--- src/sv/bhpq_pkg.sv ---
// ----------------------------------------------------------------------------
// bhpq_pkg: shared definitions for the binary heap priority queue
// Sizes, operation and status codes, sequencer states and the key compare.
// ----------------------------------------------------------------------------
package bhpq_pkg;

  localparam int CAPACITY = 64;
  localparam int ADDR_W   = $clog2(CAPACITY);
  localparam int CNT_W    = $clog2(CAPACITY + 1);
  localparam int DATA_W   = 32;
  localparam int PADDR_W  = 3;

  // byte address bit that selects the register word
  localparam int REG_SEL_BIT = 2;

  localparam logic FUNC_INSERT = 1'b0;
  localparam logic FUNC_REMOVE = 1'b1;

  localparam logic MODE_MIN = 1'b0;

  typedef enum logic [1:0] {
    STATUS_OK    = 2'd0,
    STATUS_FULL  = 2'd1,
    STATUS_EMPTY = 2'd2
  } status_e;

  typedef enum logic [2:0] {
    ST_IDLE,
    ST_UP_CHK,
    ST_UP_CMP,
    ST_RM_ROOT,
    ST_RM_LAST,
    ST_DN_CHK,
    ST_DN_L,
    ST_DN_R
  } state_e;

  // True when key a must sit strictly above key b in the selected order.
  function automatic logic ranks_above(logic [DATA_W-1:0] a, logic [DATA_W-1:0] b,
                                       logic mode);
    logic lt;
    logic gt;
    lt = $signed(a) < $signed(b);
    gt = $signed(a) > $signed(b);
    return (mode == MODE_MIN) ? lt : gt;
  endfunction

endpackage

--- src/sv/bhpq_ram.sv ---
// ----------------------------------------------------------------------------
// bhpq_ram: generic single-write, single-read RAM
// One write port and one read port, read data registered.
// ----------------------------------------------------------------------------
module bhpq_ram #(
  parameter int WIDTH = 32,
  parameter int DEPTH = 64
) (
  input  logic                     clk_i,
  input  logic                     we_i,
  input  logic [$clog2(DEPTH)-1:0] waddr_i,
  input  logic [WIDTH-1:0]         wdata_i,
  input  logic [$clog2(DEPTH)-1:0] raddr_i,
  output logic [WIDTH-1:0]         rdata_o
);

  logic [WIDTH-1:0] mem_q [DEPTH];

  always_ff @(posedge clk_i) begin
    if (we_i) begin
      mem_q[waddr_i] <= wdata_i;
    end
    rdata_o <= mem_q[raddr_i];
  end

endmodule

--- src/sv/binary_heap_priority_queue.sv ---
// ----------------------------------------------------------------------------
// binary_heap_priority_queue: min/max heap of signed 32-bit keys
// Array heap in one RAM, walked by a small sequencer with one key compare function.
// ----------------------------------------------------------------------------
// Usage:
//   Command: pulse start with func_i/value_i while busy is low; the beat is
//   taken at that edge and busy rises the next cycle until the result goes out.
//   func_i = insert pushes value_i, func_i = remove pops the root.
//   Result: done_o is high for exactly one cycle with status_o/item_o
//   (ok / full / empty; item_o is the popped key, zero otherwise). The
//   receiver cannot stall, so the result is taken in that cycle.
//   A refused op is answered in the cycle after it is taken. An insert climbs
//   level by level, paced by the single RAM read port: read the parent, then
//   compare and write; a remove walks down with two child reads and one write
//   per level. One command is in flight at a time.
//   Config: APB register 0 (byte 0) holds heap_mode, 0 = min-heap,
//   1 = max-heap. Write it only while busy is low. Stored keys are not
//   reordered on a mode change.
//   Reset: fill count and heap_mode clear to zero; RAM contents are don't-care
//   since only entries below the fill count are ever read.
module binary_heap_priority_queue (
  input  logic                          clk_i,
  input  logic                          rst_ni,
  // command channel
  input  logic                          start,
  output logic                          busy,
  input  logic                          func_i,
  input  logic [bhpq_pkg::DATA_W-1:0]   value_i,
  // result channel
  output logic                          done_o,
  output logic [1:0]                    status_o,
  output logic [bhpq_pkg::DATA_W-1:0]   item_o,
  // config port
  input  logic                          psel,
  input  logic                          penable,
  input  logic                          pwrite,
  input  logic [bhpq_pkg::PADDR_W-1:0]  paddr,
  input  logic [31:0]                   pwdata,
  output logic [31:0]                   prdata,
  output logic                          pready
);

  import bhpq_pkg::*;

  // --------------------------------------------------------------------------
  // Config register
  // --------------------------------------------------------------------------
  logic mode_q;
  logic reg_hit;

  assign pready  = 1'b1;
  assign reg_hit = (paddr[REG_SEL_BIT] == 1'b0);
  assign prdata  = reg_hit ? {31'b0, mode_q} : 32'b0;

  always_ff @(posedge clk_i or negedge rst_ni) begin
    if (!rst_ni) begin
      mode_q <= MODE_MIN;
    end else if (psel && penable && pwrite && pready && reg_hit) begin
      mode_q <= pwdata[0];
    end
  end

  // --------------------------------------------------------------------------
  // Sequencer state
  // --------------------------------------------------------------------------
  state_e              state_q, state_d;
  logic [CNT_W-1:0]    fill_q, fill_d;
  logic [ADDR_W-1:0]   pos_q, pos_d;
  logic [DATA_W-1:0]   key_q, key_d;      // key being sifted (the "hole" value)
  logic [DATA_W-1:0]   item_q, item_d;
  logic [DATA_W-1:0]   bval_q, bval_d;    // best of key and left child
  logic                lbest_q, lbest_d;  // left child beat the key
  status_e             status_q, status_d;
  logic                done_q, done_d;

  // RAM port signals
  logic                mem_we;
  logic [ADDR_W-1:0]   mem_waddr;
  logic [DATA_W-1:0]   mem_wdata;
  logic [ADDR_W-1:0]   mem_raddr;
  logic [DATA_W-1:0]   mem_rdata;

  // index arithmetic; child indices carry extra bits to compare with fill
  logic [ADDR_W-1:0]   pos_m1;
  logic [ADDR_W-1:0]   parent;
  logic [ADDR_W+1:0]   left_idx;
  logic [ADDR_W+1:0]   right_idx;
  logic [ADDR_W+1:0]   fill_ext;
  logic                left_in;
  logic                right_in;
  logic                win;

  assign pos_m1    = pos_q - ADDR_W'(1);
  assign parent    = {1'b0, pos_m1[ADDR_W-1:1]};
  assign left_idx  = {1'b0, pos_q, 1'b1};
  assign right_idx = left_idx + (ADDR_W+2)'(1);
  assign fill_ext  = (ADDR_W+2)'(fill_q);
  assign left_in   = left_idx < fill_ext;
  assign right_in  = right_idx < fill_ext;

  bhpq_ram #(
    .WIDTH (DATA_W),
    .DEPTH (CAPACITY)
  ) u_heap_ram (
    .clk_i   (clk_i),
    .we_i    (mem_we),
    .waddr_i (mem_waddr),
    .wdata_i (mem_wdata),
    .raddr_i (mem_raddr),
    .rdata_o (mem_rdata)
  );

  always_ff @(posedge clk_i or negedge rst_ni) begin
    if (!rst_ni) begin
      state_q <= ST_IDLE;
      fill_q  <= '0;
      done_q  <= 1'b0;
    end else begin
      state_q <= state_d;
      fill_q  <= fill_d;
      done_q  <= done_d;
    end
  end

  always_ff @(posedge clk_i) begin
    pos_q    <= pos_d;
    key_q    <= key_d;
    item_q   <= item_d;
    bval_q   <= bval_d;
    lbest_q  <= lbest_d;
    status_q <= status_d;
  end

  // --------------------------------------------------------------------------
  // Next state. Sifts move a hole instead of swapping: the walked-over entry
  // drops into the hole, and the key lands once where the walk stops.
  // --------------------------------------------------------------------------
  always_comb begin
    state_d   = state_q;
    fill_d    = fill_q;
    pos_d     = pos_q;
    key_d     = key_q;
    item_d    = item_q;
    bval_d    = bval_q;
    lbest_d   = lbest_q;
    status_d  = status_q;
    done_d    = 1'b0;
    mem_we    = 1'b0;
    mem_waddr = pos_q;
    mem_wdata = key_q;
    mem_raddr = '0;
    win       = 1'b0;

    unique case (state_q)
      ST_IDLE: begin
        // no new command during the result cycle
        if (start && !busy) begin
          item_d   = '0;
          status_d = STATUS_OK;
          if (func_i == FUNC_INSERT) begin
            if (fill_q == CNT_W'(CAPACITY)) begin
              status_d = STATUS_FULL;
              done_d   = 1'b1;
            end else begin
              key_d   = value_i;
              pos_d   = fill_q[ADDR_W-1:0];
              fill_d  = fill_q + CNT_W'(1);
              state_d = ST_UP_CHK;
            end
          end else begin
            if (fill_q == '0) begin
              status_d = STATUS_EMPTY;
              done_d   = 1'b1;
            end else begin
              mem_raddr = '0;
              fill_d    = fill_q - CNT_W'(1);
              state_d   = ST_RM_ROOT;
            end
          end
        end
      end

      ST_UP_CHK: begin
        if (pos_q == '0) begin
          mem_we  = 1'b1;
          done_d  = 1'b1;
          state_d = ST_IDLE;
        end else begin
          mem_raddr = parent;
          state_d   = ST_UP_CMP;
        end
      end

      ST_UP_CMP: begin
        mem_we = 1'b1;
        if (ranks_above(key_q, mem_rdata, mode_q)) begin
          mem_wdata = mem_rdata;
          pos_d     = parent;
          state_d   = ST_UP_CHK;
        end else begin
          done_d  = 1'b1;
          state_d = ST_IDLE;
        end
      end

      ST_RM_ROOT: begin
        item_d    = mem_rdata;
        mem_raddr = fill_q[ADDR_W-1:0];  // old last entry
        state_d   = ST_RM_LAST;
      end

      ST_RM_LAST: begin
        key_d   = mem_rdata;
        pos_d   = '0;
        state_d = ST_DN_CHK;
      end

      ST_DN_CHK: begin
        if (!left_in) begin
          mem_we  = 1'b1;
          done_d  = 1'b1;
          state_d = ST_IDLE;
        end else begin
          mem_raddr = left_idx[ADDR_W-1:0];
          state_d   = ST_DN_L;
        end
      end

      ST_DN_L: begin
        win = ranks_above(mem_rdata, key_q, mode_q);
        if (right_in) begin
          lbest_d   = win;
          bval_d    = win ? mem_rdata : key_q;
          mem_raddr = right_idx[ADDR_W-1:0];
          state_d   = ST_DN_R;
        end else begin
          mem_we = 1'b1;
          if (win) begin
            mem_wdata = mem_rdata;
            pos_d     = left_idx[ADDR_W-1:0];
            state_d   = ST_DN_CHK;
          end else begin
            done_d  = 1'b1;
            state_d = ST_IDLE;
          end
        end
      end

      ST_DN_R: begin
        // left wins ties: right must rank strictly above the current best
        win    = ranks_above(mem_rdata, bval_q, mode_q);
        mem_we = 1'b1;
        if (win) begin
          mem_wdata = mem_rdata;
          pos_d     = right_idx[ADDR_W-1:0];
          state_d   = ST_DN_CHK;
        end else if (lbest_q) begin
          mem_wdata = bval_q;
          pos_d     = left_idx[ADDR_W-1:0];
          state_d   = ST_DN_CHK;
        end else begin
          done_d  = 1'b1;
          state_d = ST_IDLE;
        end
      end

      default: begin
        state_d = ST_IDLE;
      end
    endcase
  end

  // busy covers the result cycle so a new command waits for the beat to go out
  assign busy     = (state_q != ST_IDLE) || done_q;
  assign done_o   = done_q;
  assign status_o = status_q;
  assign item_o   = item_q;

endmodule

--- config.mk ---
export PLATFORM = sky130hd
export DESIGN_NAME = binary_heap_priority_queue
export DESIGN_NICKNAME = d
export VERILOG_FILES = /design/src/sv/bhpq_pkg.sv /design/src/sv/bhpq_ram.sv /design/src/sv/binary_heap_priority_queue.sv
export SDC_FILE = /design/constraint.sdc
export NUM_CORES = 2
export LEC_CHECK = 0
export BUFFER_PORTS_ARGS = -buffer_cell sky130_fd_sc_hd__buf_2
export CAP_MARGIN = 0
export CORE_MARGIN = 10
export CORE_UTILIZATION = 45
export CTS_CLUSTER_SIZE = 12
export DETAILED_ROUTE_END_ITERATION = 12
export SLEW_MARGIN = 30
export SYNTH_ARGS = -nofsm -noshare
export SYNTH_HDL_FRONTEND = slang
export SYNTH_SLANG_ARGS = --single-unit
--- constraint.sdc ---
create_clock -name clk_i -period 10.2 [get_ports clk_i]
set_clock_uncertainty 0.1 [all_clocks]
set_input_delay 0.51 -clock clk_i [delete_from_list [all_inputs] [get_ports clk_i]]
set_output_delay 0.51 -clock clk_i [all_outputs]
set_load 0.02 [all_outputs]
==> summary.md <==
| Metric | Value |
|---|---|
| Clock tree buffer depth | `3` |
| Worst Hold Class | `input pin to register` |
| Clock Latency Late Sink | `about 860 ps` |
| CTS Buf Count | `~210` |
| Crit. End Element | `register` |
| H-tree levels | `4` |
| Crit path max-delay family | `buffers and inverters` |
| Syn Area/Cell | `~14 um2` |
| Synth Flop Type | `edfxtp_1` |
| Required time worst endpoint | `approximately 11,000 ps` |
| Multi-input gate area in the final layout | `between 20,000 and 25,000 um2` |
| Gpl congestion | `around 0.85` |
| Die height | `466.7 um` |
| Nets | `~6,700` |
| Total die area | `around 220,000 um2` |
| Max Transition Viols Final | `0` |
| HPWL after detailed placement | `131,100 um` |
| DRC | `0` |
| Pleak | `33.86 nW` |
| Slew at the pin closest to its max-slew limit | `~1000 ps` |
| Bufs and invs on worst path | `7` |
| Slowest cell on crit path | `a221oi_4` |
| CTS tree | `yes` |
| Async SR Flop Fraction | `0.5462%` |
| CTS sink count | `around 2,200` |
| Leading cell type in the layout, fill and taps excluded | `edfxtp_1` |
| Most frequent cells in the layout | `edfxtp_1 (2,153), nand2_1 (1,637), nand3_1 (660)` |
| Crit share post-route | `between 60% and 70%` |
| Unrepaired setup endpoints after global routing | `no` |
| WP data arrival | `around 7000 ps` |
| CP Cell Sequence | `clkinv_1, nor3_1, nand3_1, xnor2_1, ha_1, inv_1, o221a_2, nand3_2, inv_2, buf_4, a221oi_4, buf_6, buf_12, buf_12, nand2_1, nand3_1, a21oi_1, or3_1, a211oi_1` |
| Total grt overflow | `0` |
| Post-route ant nets | `0` |
| Clk slew on worst S/H paths | `roughly 60 ps` |
| Max incr delay on CP | `roughly 540 ps` |
| Setup TNS | `0 ps` |
| Netlist cell types | `82` |
| Register area share after synthesis | `73.06%` |
| Die W | `about 470 um` |
| Initial antenna violation count | `10` |
| Dpl cells | `8,964` |
| Setup violations, final | `0` |
| Warnings from Yosys | `0` |
| Worst IR Drop VDD | `~400 uV` |
| Core area | `around 200,000 um2` |
| CP Launch Type | `register` |
| WL/cell | `between 20 and 30 um` |
| GRT Util Overall | `a little under a quarter` |
| Via density | `about 5.9` |
| Critical path start-end classification | `register to register` |
| Post-CTS resize count | `0` |
| Hold Vio Cnt, Final | `0` |
| Share of cells above drive strength 1 | `between 10% and 20%` |
| TritonRoute pass-1 iters | `6` |
| Seq cells post-synth | `approximately 2,200` |
| Minimum clock period | `roughly 6400 ps` |
| Non-Filler Instances | `9,360` |
| Vias | `~55,000` |
| IO buf count | `77` |
| Initial Util | `between 40% and 50%` |
| Vias in the first global route | `roughly 53,000` |
| Fill count | `approximately 17,000` |
| Crit path max fanout | `~130` |
| EDFF count, synth | `roughly 2,200` |
| Layout area overhead | `11.42%` |
| I/O Pins | `143` |
| First-pass GRT wire length | `approximately 360,000 um` |
| Status | `complete, no violations` |
| Power Density | `roughly 350 nW/um2` |
| Syn Inst Count | `6,502` |
| Routed Wire Length | `252,100 um` |
| Headroom to the max-slew limit | `between 30 and 40%` |
| Mapped cell area | `between 80,000 and 90,000 um2` |
| Register area | `around 66,000 um2` |
| Largest net degree at the start of global routing | `~170` |
| Root buf cell | `clkbuf_16` |
| Achievable Freq | `between 150 and 200 MHz` |
| FP Rows | `~160` |
| # Max-Cap Violations | `0` |
| Initial DRC Count | `6,920` |
cells by family after synthesis:
logic type               share of synthesized area (%)
AND/OR/NAND/NOR                                  13.58
flip-flops                                       73.06
AO/OA/AOI/OAI                                    5.829
buffers and inverters                            2.871
multiplexers                                     3.293
adder cells (fa/ha/maj)                          1.193
XOR/XNOR                                        0.1645
other                                         0.008365
worst paths after layout:
| check | startpoint | cells after the start | slack [ps] | end |
|---|---|---|---|---|
| hold / removal | value_i[25] | 2 | 70 | key_q[25] |
| setup reg to reg | mem_waddr[0] | 19 | 3830 | u_heap_ram.rdata_o[18] |
| setup / recovery | mem_waddr[0] | 19 | 3830 | u_heap_ram.rdata_o[18] |
| min in group asynchronous | rst_ni | 3 | 700 | mode_q |
| max in group asynchronous | rst_ni | 3 | 8810 | fill_q[1] |
| hold reg to reg | key_q[24] | 1 | 510 | bval_q[24] |
state kept, by name (all words and copies together) (netlist names):
name / cells
mode_q: 1
mem_waddr: 6
state_q: 3
key_q: 32
item_o: 32
done_o: 1
lbest_q: 1
bval_q: 32
fill_q: 7
status_o: 2
u_heap_ram.mem_q: 2048
u_heap_ram.rdata_o: 32
routing by layer:
layer	wire length [um]	track usage [%]	share of wire [%]
met3	22460	4.011	8.9
met4	9564	8.218	3.8
met5	22	0	0.0087
met2	115200	35.22	46
met1	104900	31.65	42
timing repair:
item                                   in CTS  in global routing
hold buffers                               34                  0
buffers inserted                            0                  0
endpoints found under the hold margin      44                  0
synth_stat cells, drive strengths merged, types with 4 or more instances:
master,count,share of area (%)
xnor2,12,0.13
a21boi,31,0.26
clkbuf,211,0.89
nand4bb,31,0.39
a2bb2oi,4,0.046
or3,39,0.27
mux2i,4,0.045
a221o,36,0.40
nor4,5,0.052
nand2b,8,0.064
a21o,8,0.067
buf,236,1.6
and2,34,0.24
a221oi,36,0.46
a211oi,101,0.94
ha,84,1.2
nand4,17,0.13
o22ai,35,0.25
a2111oi,63,0.61
a31oi,38,0.27
nand3,668,3.7
edfxtp,2153,72
inv,85,0.36
nand2,1640,6.9
mux2,67,0.84
a21oi,264,1.5
nor3,72,0.41
dfxtp,32,0.71
nor2b,8,0.056
dfrtp,12,0.33
a311oi,63,0.61
o211ai,7,0.064
and3,99,0.69
o21ai,25,0.14
mux4,96,2.4
nor2,135,0.56
xor2,4,0.039
report_power, final:
group	switching, W	internal (W)	total (W)
Combinational	0.0107	0.00401	0.0147
Clock	0.00324	0.00404	0.00728
Sequential	0.000440	0.0122	0.0127
layout make-up:
class / instances / share of cell area (%)
inverter: 86 / 0.3227
tap: 2640 / 3.302
timing repair buffer: 274 / 2.128
multi-input combinational: 3802 / 22.42
antenna: 3 / 0.007505
clock buffer: 319 / 5.954
sequential: 2197 / 65.58
clock inverter: 39 / 0.2915
through the flow:
stage / hold WS, ps / instance area (um2) / power (W) / setup WS (ps) / util, %
2_1_floorplan: 114.4 / 89890 / 0.02210 / 5113 / -
4_1_cts: 25.08 / 100000 / 0.03471 / 3744 / 50.55
3_5_place_dp: 355.7 / 93420 / 0.02744 / 3738 / 47.22
6_report: 65.39 / 100000 / 0.03468 / 3831 / 50.56
3_3_place_gp: 356.8 / 93370 / 0.02717 / 3864 / 47.20
5_1_grt: 32.50 / 100000 / 0.03631 / 3605 / 50.56
Note: power is estimated with default switching activity, not from simulation.
